==> src/rtl/core/assert_macros.svh <==
// Assertion macros shared by the convexity check RTL.
// Depends on nothing; included by the modules that carry assertions.
// With SYNTHESIS defined the macros expand to nothing.
`ifndef ASSERT_MACROS_SVH
`define ASSERT_MACROS_SVH

`ifndef SYNTHESIS

// The property must hold at every rising edge outside reset.
`define PCC_ASSERT(label, clk, rst_n, prop) \
    label: assert property (@(posedge clk) disable iff (!rst_n) (prop)) \
        else $error("pcc assertion failed");

// The expression must never be true at a rising edge outside reset.
`define PCC_ASSERT_NEVER(label, clk, rst_n, expr) \
    label: assert property (@(posedge clk) disable iff (!rst_n) !(expr)) \
        else $error("pcc forbidden condition seen");

`else

`define PCC_ASSERT(label, clk, rst_n, prop)

`define PCC_ASSERT_NEVER(label, clk, rst_n, expr)

`endif

`endif

==> src/rtl/core/pcc_pkg.sv <==
// Package for the polygon convexity check: widths, sign codes and the job word.
// Depends on nothing; used by every module of the block.
package pcc_pkg;

    // Coordinate width used for the arithmetic and the port width of a coordinate.
    localparam int COORD_WIDTH = 16;
    localparam int IN_WIDTH    = 16;

    // A difference of two coordinates, a product of two differences, a difference of products.
    localparam int DIFF_W = COORD_WIDTH + 1;
    localparam int PROD_W = 2 * DIFF_W;
    localparam int DET_W  = PROD_W + 1;

    // Turns that one vertex can cause: its own, and the two that wrap on the last vertex.
    localparam int NUM_TURNS = 3;

    // Job queue between the front and back halves.
    localparam int QUEUE_DEPTH = 4;
    localparam int QPTR_W      = $clog2(QUEUE_DEPTH);
    localparam int QCNT_W      = QPTR_W + 1;

    typedef logic signed [COORD_WIDTH-1:0] t_coord;
    typedef logic signed [DIFF_W-1:0]      t_diff;
    typedef logic signed [PROD_W-1:0]      t_prod;
    typedef logic signed [DET_W-1:0]       t_det;

    // Turn sign codes.
    typedef logic [1:0] t_sign;
    localparam t_sign SIGN_NONE = 2'd0;
    localparam t_sign SIGN_POS  = 2'd1;
    localparam t_sign SIGN_NEG  = 2'd2;

    // Vertex count, saturating at three.
    typedef logic [1:0] t_vcount;
    localparam t_vcount VCOUNT_ZERO = 2'd0;
    localparam t_vcount VCOUNT_ONE  = 2'd1;
    localparam t_vcount VCOUNT_PAIR = 2'd2;
    localparam t_vcount VCOUNT_SAT  = 2'd3;

    typedef struct packed {
        t_coord x;
        t_coord y;
    } t_point;

    // Operands of one turn: sign of bx * cy - by * cx.
    typedef struct packed {
        t_diff bx;
        t_diff cy;
        t_diff by;
        t_diff cx;
    } t_turn;

    // One queued job: the turns a vertex causes and how the polygon ends.
    typedef struct packed {
        t_turn [NUM_TURNS-1:0] turns;
        logic  [NUM_TURNS-1:0] turn_valid;
        logic                  last;
        logic                  rejected;
    } t_job;

    // Low COORD_WIDTH bits of a raw coordinate, read as two's complement.
    function automatic t_coord to_coord(input logic [IN_WIDTH-1:0] raw);
        logic [COORD_WIDTH+IN_WIDTH-1:0] ext;
        ext = {{COORD_WIDTH{1'b0}}, raw};
        return $signed(ext[COORD_WIDTH-1:0]);
    endfunction

endpackage

==> src/rtl/core/pcc_queue.sv <==
// Short job queue that decouples the vertex front end from the turn arithmetic.
// Depends on pcc_pkg and assert_macros.svh.
`include "assert_macros.svh"

module pcc_queue (
    input  logic          i_clk,
    input  logic          i_rst_n,
    input  logic          i_push,
    input  pcc_pkg::t_job i_push_job,
    output logic          o_full,
    input  logic          i_pop,
    output logic          o_empty,
    output pcc_pkg::t_job o_job
);

    localparam logic [pcc_pkg::QCNT_W-1:0] QCNT_FULL = pcc_pkg::QCNT_W'(pcc_pkg::QUEUE_DEPTH);
    localparam logic [pcc_pkg::QPTR_W-1:0] QPTR_ONE  = pcc_pkg::QPTR_W'(1);
    localparam logic [pcc_pkg::QCNT_W-1:0] QCNT_ONE  = pcc_pkg::QCNT_W'(1);

    pcc_pkg::t_job                r_mem [pcc_pkg::QUEUE_DEPTH];
    logic [pcc_pkg::QPTR_W-1:0]   r_wr_ptr;
    logic [pcc_pkg::QPTR_W-1:0]   r_rd_ptr;
    logic [pcc_pkg::QCNT_W-1:0]   r_count;
    logic [pcc_pkg::QCNT_W-1:0]   n_count;
    logic                         push_ok;
    logic                         pop_ok;

    assign o_full  = (r_count == QCNT_FULL);
    assign o_empty = (r_count == '0);
    assign o_job   = r_mem[r_rd_ptr];
    assign push_ok = i_push && !o_full;
    assign pop_ok  = i_pop && !o_empty;

    // Occupancy follows pushes and pops.
    always_comb begin
        n_count = r_count;
        if (push_ok && !pop_ok) begin
            n_count = r_count + QCNT_ONE;
        end else if (pop_ok && !push_ok) begin
            n_count = r_count - QCNT_ONE;
        end
    end

    // Pointers and count.
    always_ff @(posedge i_clk) begin
        if (!i_rst_n) begin
            r_wr_ptr <= '0;
            r_rd_ptr <= '0;
            r_count  <= '0;
        end else begin
            r_count <= n_count;
            if (push_ok) begin
                r_wr_ptr <= r_wr_ptr + QPTR_ONE;
            end
            if (pop_ok) begin
                r_rd_ptr <= r_rd_ptr + QPTR_ONE;
            end
        end
    end

    // Storage for queued words.
    always_ff @(posedge i_clk) begin
        if (push_ok) begin
            r_mem[r_wr_ptr] <= i_push_job;
        end
    end

    `PCC_ASSERT_NEVER(a_no_push_when_full, i_clk, i_rst_n, i_push && o_full)

endmodule

==> config.mk <==
export PLATFORM = sky130hd
export DESIGN_NAME = pcc_queue
export DESIGN_NICKNAME = d
export VERILOG_FILES = /design/src/rtl/core/pcc_pkg.sv /design/src/rtl/core/pcc_queue.sv
export VERILOG_INCLUDE_DIRS = /design/src /design/src/rtl/core
export SDC_FILE = /design/constraint.sdc
export NUM_CORES = 1
export LEC_CHECK = 0
export ABC_AREA = 1
export BUFFER_PORTS_ARGS = -buffer_cell sky130_fd_sc_hd__buf_4
export CORE_UTILIZATION = 57
export DETAILED_ROUTE_END_ITERATION = 6
export PLACE_DENSITY_LB_ADDON = 0.05
export RECOVER_POWER = 50
export SYNTH_ARGS = -nofsm -noshare
export SYNTH_HDL_FRONTEND = slang
export SYNTH_SLANG_ARGS = --single-unit
==> constraint.sdc <==
create_clock -name i_clk -period 14.76 [get_ports i_clk]
set_clock_uncertainty 0.1 [all_clocks]
set_input_delay 2.952 -clock i_clk [delete_from_list [all_inputs] [get_ports i_clk]]
set_output_delay 2.952 -clock i_clk [all_outputs]
set_load 0.02 [all_outputs]
== Word-level counts from Yosys, hierarchy flattened ==
Memories as Yosys holds them, arrays and structs flattened. A register that Yosys moved wholly into a read port is not among the register bits.
Index checks and enable logic that the tools add are counted.
Storage, ports and cells
  register bits: 7
  memory bits (writable): 836
  input bits: 213
  output and inout bits: 211
  logic and storage cells: 25
  memories: 1
Cells by class
  $add $sub $neg: 4
  equal/unequal tests: 1
  mux-type cells: 6
  reduce and logical (&&, ||, !) cells: 10
Memory list
  r_mem: words 4, width 209, read ports 1, clocked after memory_dff 1, wr ports 1, RTL line pcc_queue.sv:20  | pcc_pkg::t_job r_mem [pcc_pkg::QUEUE_DEPTH];
Operator list (number)
  $mux 3: 2
  $add 2x1->2 const B: 2
  $logic_and 1x1->1: 4
  $logic_not 1->1: 4
  $mux 2: 2
  $add 3x1->3 const B: 1
  $eq 3x3->1 const B: 1
  $logic_not 3->1: 1
  $sub 3x1->3 const B: 1
  $mux 1: 2
  $reduce_bool 2->1: 1

== Depth between registers and ports, before layout ==
  word-level depth: 7
  depth in mapped cells: 13
  depth with buffers taken out: 13

== Least setup slack after synthesis ==
OpenSTA, ideal clock, no wires.
  path type: input port to flip-flop
  start: input i_push
  end: memory r_mem[0][0] in the netlist's numbering (enable)
  setup time: 0.782 ns
  data arrival time: 11.725 ns
  required time: 13.878 ns
  slack: 2.153 ns
  stages: 2
  path buffers: 0
  cell sequence: nand2_1 nor2_1
On the way
  cells in the longest elaborated chain, start to end: 3
RTL lines
  start, declared: RTL line pcc_queue.sv:8  | input logic i_push,
  $logic_and 1x1->1: RTL line pcc_queue.sv:31  | assign push_ok = i_push && !o_full;
  $mux 1: RTL line pcc_queue.sv:63  | if (push_ok) begin
  $mux 1 (implied by the code): RTL line pcc_queue.sv:64  | r_mem[r_wr_ptr] <= i_push_job;
  end, declared: RTL line pcc_queue.sv:20
Every way passes these cells.

==> metrics.cfg <==
[run_status]
status = finished, violations left
violations = max-capacitance violations, max-slew violations

[synth]
syn_nets = 2310
synth-seq-cells = 845
synth_seq_area_share_pct = 81.0
syn_inst = 2091
postSynthAreaPerCell_um2 = 14.9
synthDistinctLibCells = 18
syn_area_mm2 = 0.0312
ys_warn_count = 0

[power_and_ir_drop]
power.internal_mw = 4.79
p_comb_share_pct = 26.6
power_frac_seq_pct = 42.7
power_density_mw_per_mm2 = 189
power.share.switching_pct = 31.3
leakagePower_nw = 12.4
peakVddDrop_v = 0.000145
power.switching_mw = 2.18
pwr-share-clk_pct = 30.7
p_total_mw = 6.98

[die]
die_area_mm2 = 0.0557
ioPinCount = 424
die_h_um = 236
row_count = 85
core_area_mm2 = 0.0539
die_w_um = 236
start_util_pct = 57.9

[detailed_routing]
wl_per_cell_um = 21.7
drc = 0
vias = 18758
drt_iter0_drc = 1291
ant_nets = 0
viasPerCell = 5.76
drt_first_pass_iters = 5
routed_wl_mm = 70.5

[job]
maxCapViolations = 4

[grt]
grt_usage_pct = 25.1
grt_max_degree = 271
grt_pass1_vias = 18010
overflow = 0
antenna_found_initial = 17
grt_first_pass_wirelength_mm = 106

[worst_setup_path]
crit_family = buffers and inverters
slowest_stage = buf_4
rr_endpoint = r_mem[2][10]
critical_path_depth = 5
critPathArrivalTime_ns = 3.48
reg2reg_slack_ns = 10.24
critPathRequiredTime_ns = 11.71
slowest_delay_ns = 0.82
crit_fanout = 233
setup.worst_path.start_class = flop
crit_chain = buf_12 > buf_4 > o21ai_0 > o22ai_1 > buf_4
reg2regPathDepth = 6
critPathKind = reg -> out
r2r_start = r_count[0]
path_buf_inv = 3
crit_top_cell = buf_4
cp-endpoint = o_job[117]
cp-end-kind = primary output

[clock_network]
clkSinkCount = 845
cts_buffers = 84
cts_tree = done
insertion_delay_ns = 0.62
cts_setup_buffers = 0
path_clk_slew_ns = 0.06
htree_levels = 3
clockBufferDepth = 3
root_buffer = clkbuf_16
cts.repair.resized = 0
cts-hold-fix-buffers = 0

[finish]
nNetsFinal = 2701
layout_commonest_cell = edfxtp_1
mostFrequentLayoutCells = edfxtp_1 (836), nor2_1 (430), o21ai_0 (419), clkbuf_1 (227), buf_4 (226)
area_delta_synth_final_pct = 18.1
drive_gt1_share_pct = 14.3

[sta]
setup_viol = 0
worst_pin_slew_ns = 2.86
fin_crit_sh_pct = 44.2
min_period_ns = 6.53
slew_violations = 120
rsz0062_at_grt = no
max_slew_margin_pct = -90.4
final.setup.tns_ns = 0
fmax_mhz = 153
final_hold_viol_count = 0

[worst_hold_path]
hp-class = reg -> reg

[placed_design]
io_buffers = 423
place.gp.congestion = 0.762
place_hpwl_mm = 38.5

[kinds of logic after synthesis]
family	after synthesis	synth area share (%)
xor gates and xnor gates	1	0.0281
and+or+nand+nor	452	5.46
buffers and inverters	156	2.29
AOI/OAI and AO/OA	631	11.0
DFF	845	81.0
adders and majority gates	6	0.265
[flip-flops by register name (all words and copies together) (netlist names), named ones only]
name / flops
r_count: 3
r_mem: 836
r_rd_ptr: 2
r_wr_ptr: 2
[worst min-delay path by stage]
| stage | start | endpoint | slack (ns) | depth (start not counted) |
|---|---|---|---|---|
| floorplan | r_rd_ptr[1] | flop | 0.36 | 2 |
| global placement | r_rd_ptr[0] | flop | 0.39 | 2 |
| detailed placement | r_rd_ptr[0] | flop | 0.40 | 2 |
| CTS | r_rd_ptr[0] | flop | 0.41 | 2 |
| global route | r_rd_ptr[0] | flop | 0.45 | 2 |
| finish | r_rd_ptr[0] | flop | 0.42 | 2 |
[per-stage QoR]
| step | std cells | worst slack (ns) | cell area, µm² | hold slack [ns] | utilization, % |
|---|---|---|---|---|---|
| after floorplan | 2091 | 2.15 | 31200 | 0.365 | - |
| after global placement | 3092 | 8.74 | 34900 | 0.387 | 64.7 |
| after detailed placement | 3092 | 8.73 | 34900 | 0.399 | 64.7 |
| after CTS | 3248 | 8.19 | 37700 | 0.412 | 69.9 |
| after global routing | 3253 | 7.95 | 36900 | 0.449 | 68.4 |
| final | 3257 | 8.23 | 36900 | 0.415 | 68.4 |
[cells in the mapped netlist]
cell type / instances / area, µm²
a21oi_1: 3 / 15.0
buf_2: 38 / 190
buf_4: 16 / 120
buf_6: 3 / 33.8
clkbuf_1: 81 / 304
dfxtp_1: 9 / 180
edfxtp_1: 836 / 25100
fa_1: 1 / 20.0
ha_1: 5 / 62.6
inv_1: 17 / 63.8
inv_2: 1 / 3.75
nand2_1: 15 / 56.3
nand3_1: 4 / 20.0
nand3b_1: 1 / 7.51
nor2_1: 432 / 1620
o21ai_0: 419 / 2100
o22ai_1: 209 / 1310
xor2_1: 1 / 8.76
[worst reg2reg max path: cells and delay by family, from the launching register on]
| family | cells | cell delay, ns |
|---|---|---|
| buffers and inverters | 2 | 2.97 |
| DFF | 1 | 0.40 |
| and+or+nand+nor | 4 | 0.54 |
[power by group through the flow]
stage               registers, mW  clock network, mW  logic, mW
floorplan                    3.09                  0       1.09
global placement             3.02                  0       1.87
detailed placement           3.02                  0       1.89
CTS                          2.97               2.18       1.90
global route                 2.99               2.27       2.00
finish                       2.98               2.14       1.86
[area by class of cell]
cell class,count,area [µm²]
Tap cell,696,871
Sequential cell,845,25300
Timing Repair Buffer,443,2580
Antenna cell,9,22.5
Fill cell,3811,17000
Clock buffer,100,2200
Inverter,18,82.6
Multi-Input combinational cell,1090,5230
Clock inverter,56,594
[metal layers]
| metal | track usage [%] | vias to the layer above | routed length (µm) |
|---|---|---|---|
| li1 | - | 8703 | - |
| met1 | 33.2 | 9351 | 28500 |
| met2 | 39.9 | 561 | 34400 |
| met3 | 8.10 | 123 | 5920 |
| met4 | 7.53 | 20 | 1650 |
| met5 | 0 | - | 136 |
(Power assumes the default switching activity.)
