--- src/rtl/core/assert_macros.svh ---
// Assertion macros shared by the convexity check RTL.
// Depends on nothing; included by the modules that carry assertions.
// With SYNTHESIS defined the macros expand to nothing.
`ifndef ASSERT_MACROS_SVH
`define ASSERT_MACROS_SVH

`ifndef SYNTHESIS

// The property must hold at every rising edge outside reset.
`define PCC_ASSERT(label, clk, rst_n, prop) \
    label: assert property (@(posedge clk) disable iff (!rst_n) (prop)) \
        else $error("pcc assertion failed");

// The expression must never be true at a rising edge outside reset.
`define PCC_ASSERT_NEVER(label, clk, rst_n, expr) \
    label: assert property (@(posedge clk) disable iff (!rst_n) !(expr)) \
        else $error("pcc forbidden condition seen");

`else

`define PCC_ASSERT(label, clk, rst_n, prop)

`define PCC_ASSERT_NEVER(label, clk, rst_n, expr)

`endif

`endif

--- src/rtl/core/pcc_pkg.sv ---
// Package for the polygon convexity check: widths, sign codes and the job word.
// Depends on nothing; used by every module of the block.
package pcc_pkg;

    // Coordinate width used for the arithmetic and the port width of a coordinate.
    localparam int COORD_WIDTH = 16;
    localparam int IN_WIDTH    = 16;

    // A difference of two coordinates, a product of two differences, a difference of products.
    localparam int DIFF_W = COORD_WIDTH + 1;
    localparam int PROD_W = 2 * DIFF_W;
    localparam int DET_W  = PROD_W + 1;

    // Turns that one vertex can cause: its own, and the two that wrap on the last vertex.
    localparam int NUM_TURNS = 3;

    // Job queue between the front and back halves.
    localparam int QUEUE_DEPTH = 4;
    localparam int QPTR_W      = $clog2(QUEUE_DEPTH);
    localparam int QCNT_W      = QPTR_W + 1;

    typedef logic signed [COORD_WIDTH-1:0] t_coord;
    typedef logic signed [DIFF_W-1:0]      t_diff;
    typedef logic signed [PROD_W-1:0]      t_prod;
    typedef logic signed [DET_W-1:0]       t_det;

    // Turn sign codes.
    typedef logic [1:0] t_sign;
    localparam t_sign SIGN_NONE = 2'd0;
    localparam t_sign SIGN_POS  = 2'd1;
    localparam t_sign SIGN_NEG  = 2'd2;

    // Vertex count, saturating at three.
    typedef logic [1:0] t_vcount;
    localparam t_vcount VCOUNT_ZERO = 2'd0;
    localparam t_vcount VCOUNT_ONE  = 2'd1;
    localparam t_vcount VCOUNT_PAIR = 2'd2;
    localparam t_vcount VCOUNT_SAT  = 2'd3;

    typedef struct packed {
        t_coord x;
        t_coord y;
    } t_point;

    // Operands of one turn: sign of bx * cy - by * cx.
    typedef struct packed {
        t_diff bx;
        t_diff cy;
        t_diff by;
        t_diff cx;
    } t_turn;

    // One queued job: the turns a vertex causes and how the polygon ends.
    typedef struct packed {
        t_turn [NUM_TURNS-1:0] turns;
        logic  [NUM_TURNS-1:0] turn_valid;
        logic                  last;
        logic                  rejected;
    } t_job;

    // Low COORD_WIDTH bits of a raw coordinate, read as two's complement.
    function automatic t_coord to_coord(input logic [IN_WIDTH-1:0] raw);
        logic [COORD_WIDTH+IN_WIDTH-1:0] ext;
        ext = {{COORD_WIDTH{1'b0}}, raw};
        return $signed(ext[COORD_WIDTH-1:0]);
    endfunction

endpackage

--- src/rtl/core/pcc_front.sv ---
// Front end of the convexity check: accepts vertices, keeps the vertex history
// and turns each vertex into a job of coordinate differences. Depends on pcc_pkg.
`include "assert_macros.svh"

module pcc_front (
    input  logic                             i_clk,
    input  logic                             i_rst_n,
    input  logic                             i_valid,
    output logic                             o_stall,
    input  logic signed [pcc_pkg::IN_WIDTH-1:0] i_vertex_x,
    input  logic signed [pcc_pkg::IN_WIDTH-1:0] i_vertex_y,
    input  logic                             i_last_vertex,
    input  logic                             i_polygon_closed,
    input  logic                             i_queue_full,
    output logic                             o_push,
    output pcc_pkg::t_job                    o_job
);

    pcc_pkg::t_point   r_first;
    pcc_pkg::t_point   r_second;
    pcc_pkg::t_point   r_older;
    pcc_pkg::t_point   r_newer;
    pcc_pkg::t_vcount  r_count;
    pcc_pkg::t_vcount  n_count;
    pcc_pkg::t_point   cur;
    logic              accept;
    logic              took_last;
    logic              enough;
    logic              wrap_ok;

    // Operands of the turn through a, b and c.
    function automatic pcc_pkg::t_turn make_turn(input pcc_pkg::t_point a,
                                                 input pcc_pkg::t_point b,
                                                 input pcc_pkg::t_point c);
        pcc_pkg::t_turn t;
        t.bx = pcc_pkg::t_diff'(b.x) - pcc_pkg::t_diff'(a.x);
        t.cy = pcc_pkg::t_diff'(c.y) - pcc_pkg::t_diff'(a.y);
        t.by = pcc_pkg::t_diff'(b.y) - pcc_pkg::t_diff'(a.y);
        t.cx = pcc_pkg::t_diff'(c.x) - pcc_pkg::t_diff'(a.x);
        return t;
    endfunction

    // A word is taken whenever the queue has room; nothing is taken during reset.
    assign o_stall   = i_queue_full || !i_rst_n;
    assign accept    = i_valid && !o_stall;
    assign o_push    = accept;
    assign took_last = accept && i_last_vertex;

    assign cur.x   = pcc_pkg::to_coord(i_vertex_x);
    assign cur.y   = pcc_pkg::to_coord(i_vertex_y);
    assign enough  = (r_count >= pcc_pkg::VCOUNT_PAIR);
    assign wrap_ok = enough && i_last_vertex && i_polygon_closed;

    // Build the job: own turn, then the two wrap-around turns on a closed last vertex.
    always_comb begin
        o_job.turns[0]      = make_turn(r_older, r_newer, cur);
        o_job.turns[1]      = make_turn(r_newer, cur, r_first);
        o_job.turns[2]      = make_turn(cur, r_first, r_second);
        o_job.turn_valid[0] = enough;
        o_job.turn_valid[1] = wrap_ok;
        o_job.turn_valid[2] = wrap_ok;
        o_job.last          = i_last_vertex;
        o_job.rejected      = !(enough && i_polygon_closed);
    end

    // Vertex count: saturates at three and clears after the last vertex.
    always_comb begin
        n_count = r_count;
        if (accept) begin
            if (i_last_vertex) begin
                n_count = pcc_pkg::VCOUNT_ZERO;
            end else if (r_count != pcc_pkg::VCOUNT_SAT) begin
                n_count = r_count + pcc_pkg::VCOUNT_ONE;
            end
        end
    end

    always_ff @(posedge i_clk) begin
        if (!i_rst_n) begin
            r_count <= pcc_pkg::VCOUNT_ZERO;
        end else begin
            r_count <= n_count;
        end
    end

    // Vertex history: the first two vertices and the two most recent ones.
    always_ff @(posedge i_clk) begin
        if (accept) begin
            if (r_count == pcc_pkg::VCOUNT_ZERO) begin
                r_first <= cur;
            end
            if (r_count == pcc_pkg::VCOUNT_ONE) begin
                r_second <= cur;
            end
            if (!i_last_vertex) begin
                r_older <= r_newer;
                r_newer <= cur;
            end
        end
    end

    `PCC_ASSERT(a_count_clears, i_clk, i_rst_n, took_last |=> r_count == pcc_pkg::VCOUNT_ZERO)

endmodule

--- config.mk ---
export PLATFORM = sky130hd
export DESIGN_NAME = pcc_front
export DESIGN_NICKNAME = d
export VERILOG_FILES = /design/src/rtl/core/pcc_pkg.sv /design/src/rtl/core/pcc_front.sv
export VERILOG_INCLUDE_DIRS = /design/src /design/src/rtl/core
export SDC_FILE = /design/constraint.sdc
export NUM_CORES = 1
export LEC_CHECK = 0
export ABC_AREA = 0
export ABC_CLOCK_PERIOD_IN_PS = 4300
export BUFFER_PORTS_ARGS = -buffer_cell sky130_fd_sc_hd__buf_2
export CAP_MARGIN = 20
export CORE_MARGIN = 3
export CORE_UTILIZATION = 30
export CTS_BUF_LIST = sky130_fd_sc_hd__clkbuf_8
export DETAILED_ROUTE_END_ITERATION = 7
export GPL_ROUTABILITY_DRIVEN = 0
export SKIP_CTS_REPAIR_TIMING = 1
export SLEW_MARGIN = 20
export SYNTH_ARGS = -nofsm -noshare
export SYNTH_HDL_FRONTEND = slang
export SYNTH_SLANG_ARGS = --single-unit
export TNS_END_PERCENT = 20
--- constraint.sdc ---
create_clock -name i_clk -period 4.3 [get_ports i_clk]
set_input_delay 0.645 -clock i_clk [delete_from_list [all_inputs] [get_ports i_clk]]
set_output_delay 0.645 -clock i_clk [all_outputs]
set_load 0.1 [all_outputs]
Yosys cells after proc, flatten, opt, wreduce, memory -nomap -nowiden
Cells that the tools add are included.
{"block": "totals", "output_inout_bits": 211, "ff_bits": 130, "input_bits": 38, "elab_cells": 42, "mem_count": 0, "latch_bits": 0, "romBits": 0, "ram_bits": 0}
{"block": "classes", "n_div": 0, "add_sub_neg": 13, "multipliers": 0, "n_eq_ne": 2, "shifts": 0, "mux": 2, "magnitude_cmp": 1, "reduce_logical": 14, "bitwise": 1}
{"op": "16-bit by 16-bit subtractor with 17-bit output", "count": 12}
{"op": "2-bit AND reduction", "count": 4}
{"op": "1-bit logical AND", "count": 4}
{"op": "2-bit two-way mux", "count": 2}
{"op": "1-bit logical NOT", "count": 3}
{"op": "2-bit by 1-bit adder with 2-bit output (second input constant)", "count": 1}
{"op": "2-bit by 1-bit == test with 1-bit output (second input constant)", "count": 1}
{"op": "2-bit greater-or-equal comparator (second input constant)", "count": 1}
{"op": "2-bit logical NOT", "count": 1}
{"op": "2-bit != test (second input constant)", "count": 1}
{"op": "2-bit nonzero test", "count": 1}
{"op": "1-bit logical OR", "count": 1}
{"op": "1-bit NOT", "count": 1}

Depth between registers and ports, before layout
{"block": "logic_depth", "word_depth": 5, "depth_mapped": 10, "mapped_depth_nobuf": 10}

Least setup slack after synthesis
Ideal clock, no wire load.
{"block": "synth_timing", "kind": "input -> output", "startpoint": "input i_vertex_y[0] in the netlist's numbering", "endpoint": "output o_job[104] in the netlist's numbering", "required_ns": 3.655, "arrival_ns": 5.270, "cell_stages": 9, "setup_slack_ns": -1.615, "path_cell_list": "inv_1 > ha_1 > fa_1 > nor2b_1 > o21ai_0 > nand2b_1 > a21oi_1 > o21ai_1 > o311ai_0"}
{"item": "from (decl)", "line": "pcc_front.sv:11", "text": "input logic signed [pcc_pkg::IN_WIDTH-1:0] i_vertex_y,"}
{"item": "to (decl)", "line": "pcc_front.sv:16", "text": "output pcc_pkg::t_job o_job"}

==> metrics.yaml <==
worst_setup_path:
  path_class: "register to primary output"
  endpoint_kind: "primary output"
  required_ns: 3.65
  crit_family: "compound AO/OA/AOI/OAI gates"
  cp_num_buf_inv: 1
  path_max_fanout: 4
  slowest_stage: "o311ai_0"
  start_kind: "register"
  max_stage_delay_ns: 0.61
  cp_data_arrival_time_ns: 3.48
  crit_chain: "ha_1, fa_1, nor2b_1, o21ai_0, nand2b_1, a31oi_1, o21a_1, o311ai_0, mux2i_1, buf_2"
clock_tree:
  cts_root_buf: "clkbuf_8"
  cts_buffers: 17
  cts.sinks: 130
  cts_max_level: 4
  cts_tree: "built"
  clkTransAtPathRegs_ns: 0.08
  cts_buffer_depth: 2
  clock_latency_ns: 0.48
place:
  hpwl_um: 31900
  io_buffers: 248
  dpl_cell_area_mm2: 0.0153
logic_synthesis:
  ys_seq_elements: 130
  syn_area_per_cell_um2: 9.12
  syn_area_mm2: 0.0130
  ys.flop_type: "edfxtp_1"
  syn_inst: 1421
  synth_nets: 1667
  synthTopCellsByArea: "edfxtp_1 30%, ha_1 19%, xnor2_1 7.2%, a21oi_1 5.3%, inv_1 5.0%"
  synth_seq_area_share: 0.300
  synthTopCellsByCount: "196 x ha_1, 173 x inv_1, 136 x a21oi_1"
  synth_top_cell_area_share: 0.297
  synth-edff-count: 128
  synth_most_common_cell: "ha_1"
  yosysTopAreaCell: "edfxtp_1"
  synth_warnings: 0
  async_reset_ff_frac: 0
  synth_cell_types: 71
finish:
  final_cell_area_mm2: 0.0157
  nNetsFinal: 1936
  fillers: 4310
  num_antenna_cells: 0
  layout-drive-gt1-share: 0.183
  syn_to_final_growth_pct: 21.5
route:
  dr.pass1.iters: 5
  via_per_inst: 4.98
  routed_wl_um: 38200
  final_antenna_net_count: 0
  drt-initial-drc-count: 609
  drcViolationCount: 0
  wire_per_inst_um: 16.7
  vias: 11400
timing:
  fin_skew_ns: 0.00923
  finalMaxSlewViolations: 0
  fmax_ghz: 0.242
  finalSetupViolCount: 0
  slew_headroom: 0.395
  grt_setup_unrepaired: "yes"
  hold_viol_final: 0
  worst_slew_pin_slew_ns: 0.907
  post-route-min-period_ns: 4.13
  fin_crit_sh: 0.960
grt:
  grt_pass1_wl_um: 58300
  grt_use_total: 0.163
  antenna_found_initial: 0
  overflow: 0
  grt_max_degree: 65
  grt_pass1_vias: 11400
die:
  initial_core_util: 0.306
  coreArea_mm2: 0.0423
  num_io_pins: 249
  dieWidth_um: 214
  die_h_um: 214
  dieArea_mm2: 0.0457
  num_rows: 75
run_status:
  status: "finished, final reports clean"
power_and_ir_drop:
  peakVddDrop_mv: 0.253
  power_leakage_nw: 7.27
  total_power_mw: 5.59
  power.density_mw_per_mm2: 355
min_path:
  hold_path.class: "input port to register"
flow_run:
  drv_cap: 0
-- path summary, 6_finish.rpt --
check,startpoint,end,slack [ns],cells past startpoint
hold reg to reg,r_newer[30],r_older[30],0.50,0
hold / removal,i_rst_n,r_count[0],0.41,2
setup reg to reg,r_count[0],r_first[13],2.59,3
setup / recovery,r_newer[16],o_job[140],0.17,10
-- state kept, by name (all words and copies together) (netlist names) --
| name | flops |
|---|---|
| r_first | 32 |
| r_newer | 32 |
| r_older | 32 |
| r_second | 32 |
| r_count | 2 |
-- layer usage --
metal	share of wire	wire length, um	GRT usage	vias up
met2	0.51	19400	0.307	335
met4	0.010	394	0.0337	0
li1	-	-	-	5695
met5	0	0	0	-
met1	0.42	15900	0.189	5309
met3	0.067	2560	0.0376	26
-- per-stage QoR --
stage | instances | setup WS [ns] | utilization | hold slack [ns] | setup TNS, ns
after floorplan | 1421 | -0.709 | - | 0.454 | -3.41
after global placement | 2245 | 0.315 | 0.361 | 0.470 | 0
after detailed placement | 2245 | 0.250 | 0.361 | 0.472 | 0
after CTS | 2277 | 0.0133 | 0.371 | 0.373 | 0
after global routing | 2280 | -0.0313 | 0.372 | 0.392 | -0.0313
final | 2280 | 0.174 | 0.372 | 0.411 | 0
-- area by class of cell --
cell class                 count  area (um2)  area share
sequential                   130        3880       0.247
multi-input combinational   1106        8390       0.533
clock inverter                15         205      0.0130
inverter                     173         649      0.0412
clock buffer                  17         234      0.0149
tap                          577         722      0.0459
timing repair buffer         262        1660       0.105
-- cell families (layout without fill, tap and decap cells) --
| kind of cell | Yosys count | in the layout | synth area share |
|---|---|---|---|
| buffers and inverters | 185 | 467 | 0.0548 |
| multiplexers | 4 | 4 | 0.00309 |
| AND/OR/NAND/NOR | 324 | 324 | 0.124 |
| AO/OA/AOI/OAI | 426 | 426 | 0.213 |
| adder cells (fa/ha/maj) | 208 | 208 | 0.208 |
| flip-flops | 130 | 130 | 0.300 |
| XOR/XNOR | 144 | 144 | 0.0974 |
-- power by group --
part	internal [mW]	leakage (nW)	switching, mW	total (mW)
Sequential	1.41	1.18	0.0162	1.43
Combinational	0.601	5.87	2.35	2.95
Clock	0.637	0.219	0.564	1.20
Total	2.65	7.27	2.93	5.59
-- cells in the final DEF, fill, tap and decap left out, types with 5 or more instances in the layout --
| cell | synthesis | routed |
|---|---|---|
| a31oi_1 | 13 | 13 |
| a21o_1 | 57 | 57 |
| edfxtp_1 | 128 | 128 |
| nand2_1 | 70 | 70 |
| o31a_1 | 11 | 11 |
| or2_2 | 5 | 5 |
| o21ai_1 | 5 | 5 |
| xnor2_1 | 106 | 106 |
| o21bai_1 | 13 | 13 |
| nor2b_1 | 35 | 35 |
| a21boi_0 | 8 | 8 |
| o211ai_1 | 8 | 8 |
| nor3_1 | 23 | 23 |
| nand4_1 | 16 | 16 |
| o31ai_1 | 8 | 8 |
| xor2_1 | 38 | 38 |
| a21oi_1 | 136 | 136 |
| clkbuf_8 | 0 | 17 |
| nand3_1 | 26 | 26 |
| and3_1 | 8 | 8 |
| a211oi_1 | 7 | 7 |
| nand2b_1 | 25 | 25 |
| buf_2 | 0 | 223 |
| buf_4 | 4 | 15 |
| buf_12 | 0 | 20 |
| nor2_1 | 88 | 87 |
| ha_1 | 196 | 196 |
| o21a_1 | 29 | 29 |
| fa_1 | 12 | 12 |
| inv_1 | 173 | 174 |
| o21ai_0 | 81 | 81 |
| nor4_1 | 6 | 6 |
(Power assumes the default switching activity.)
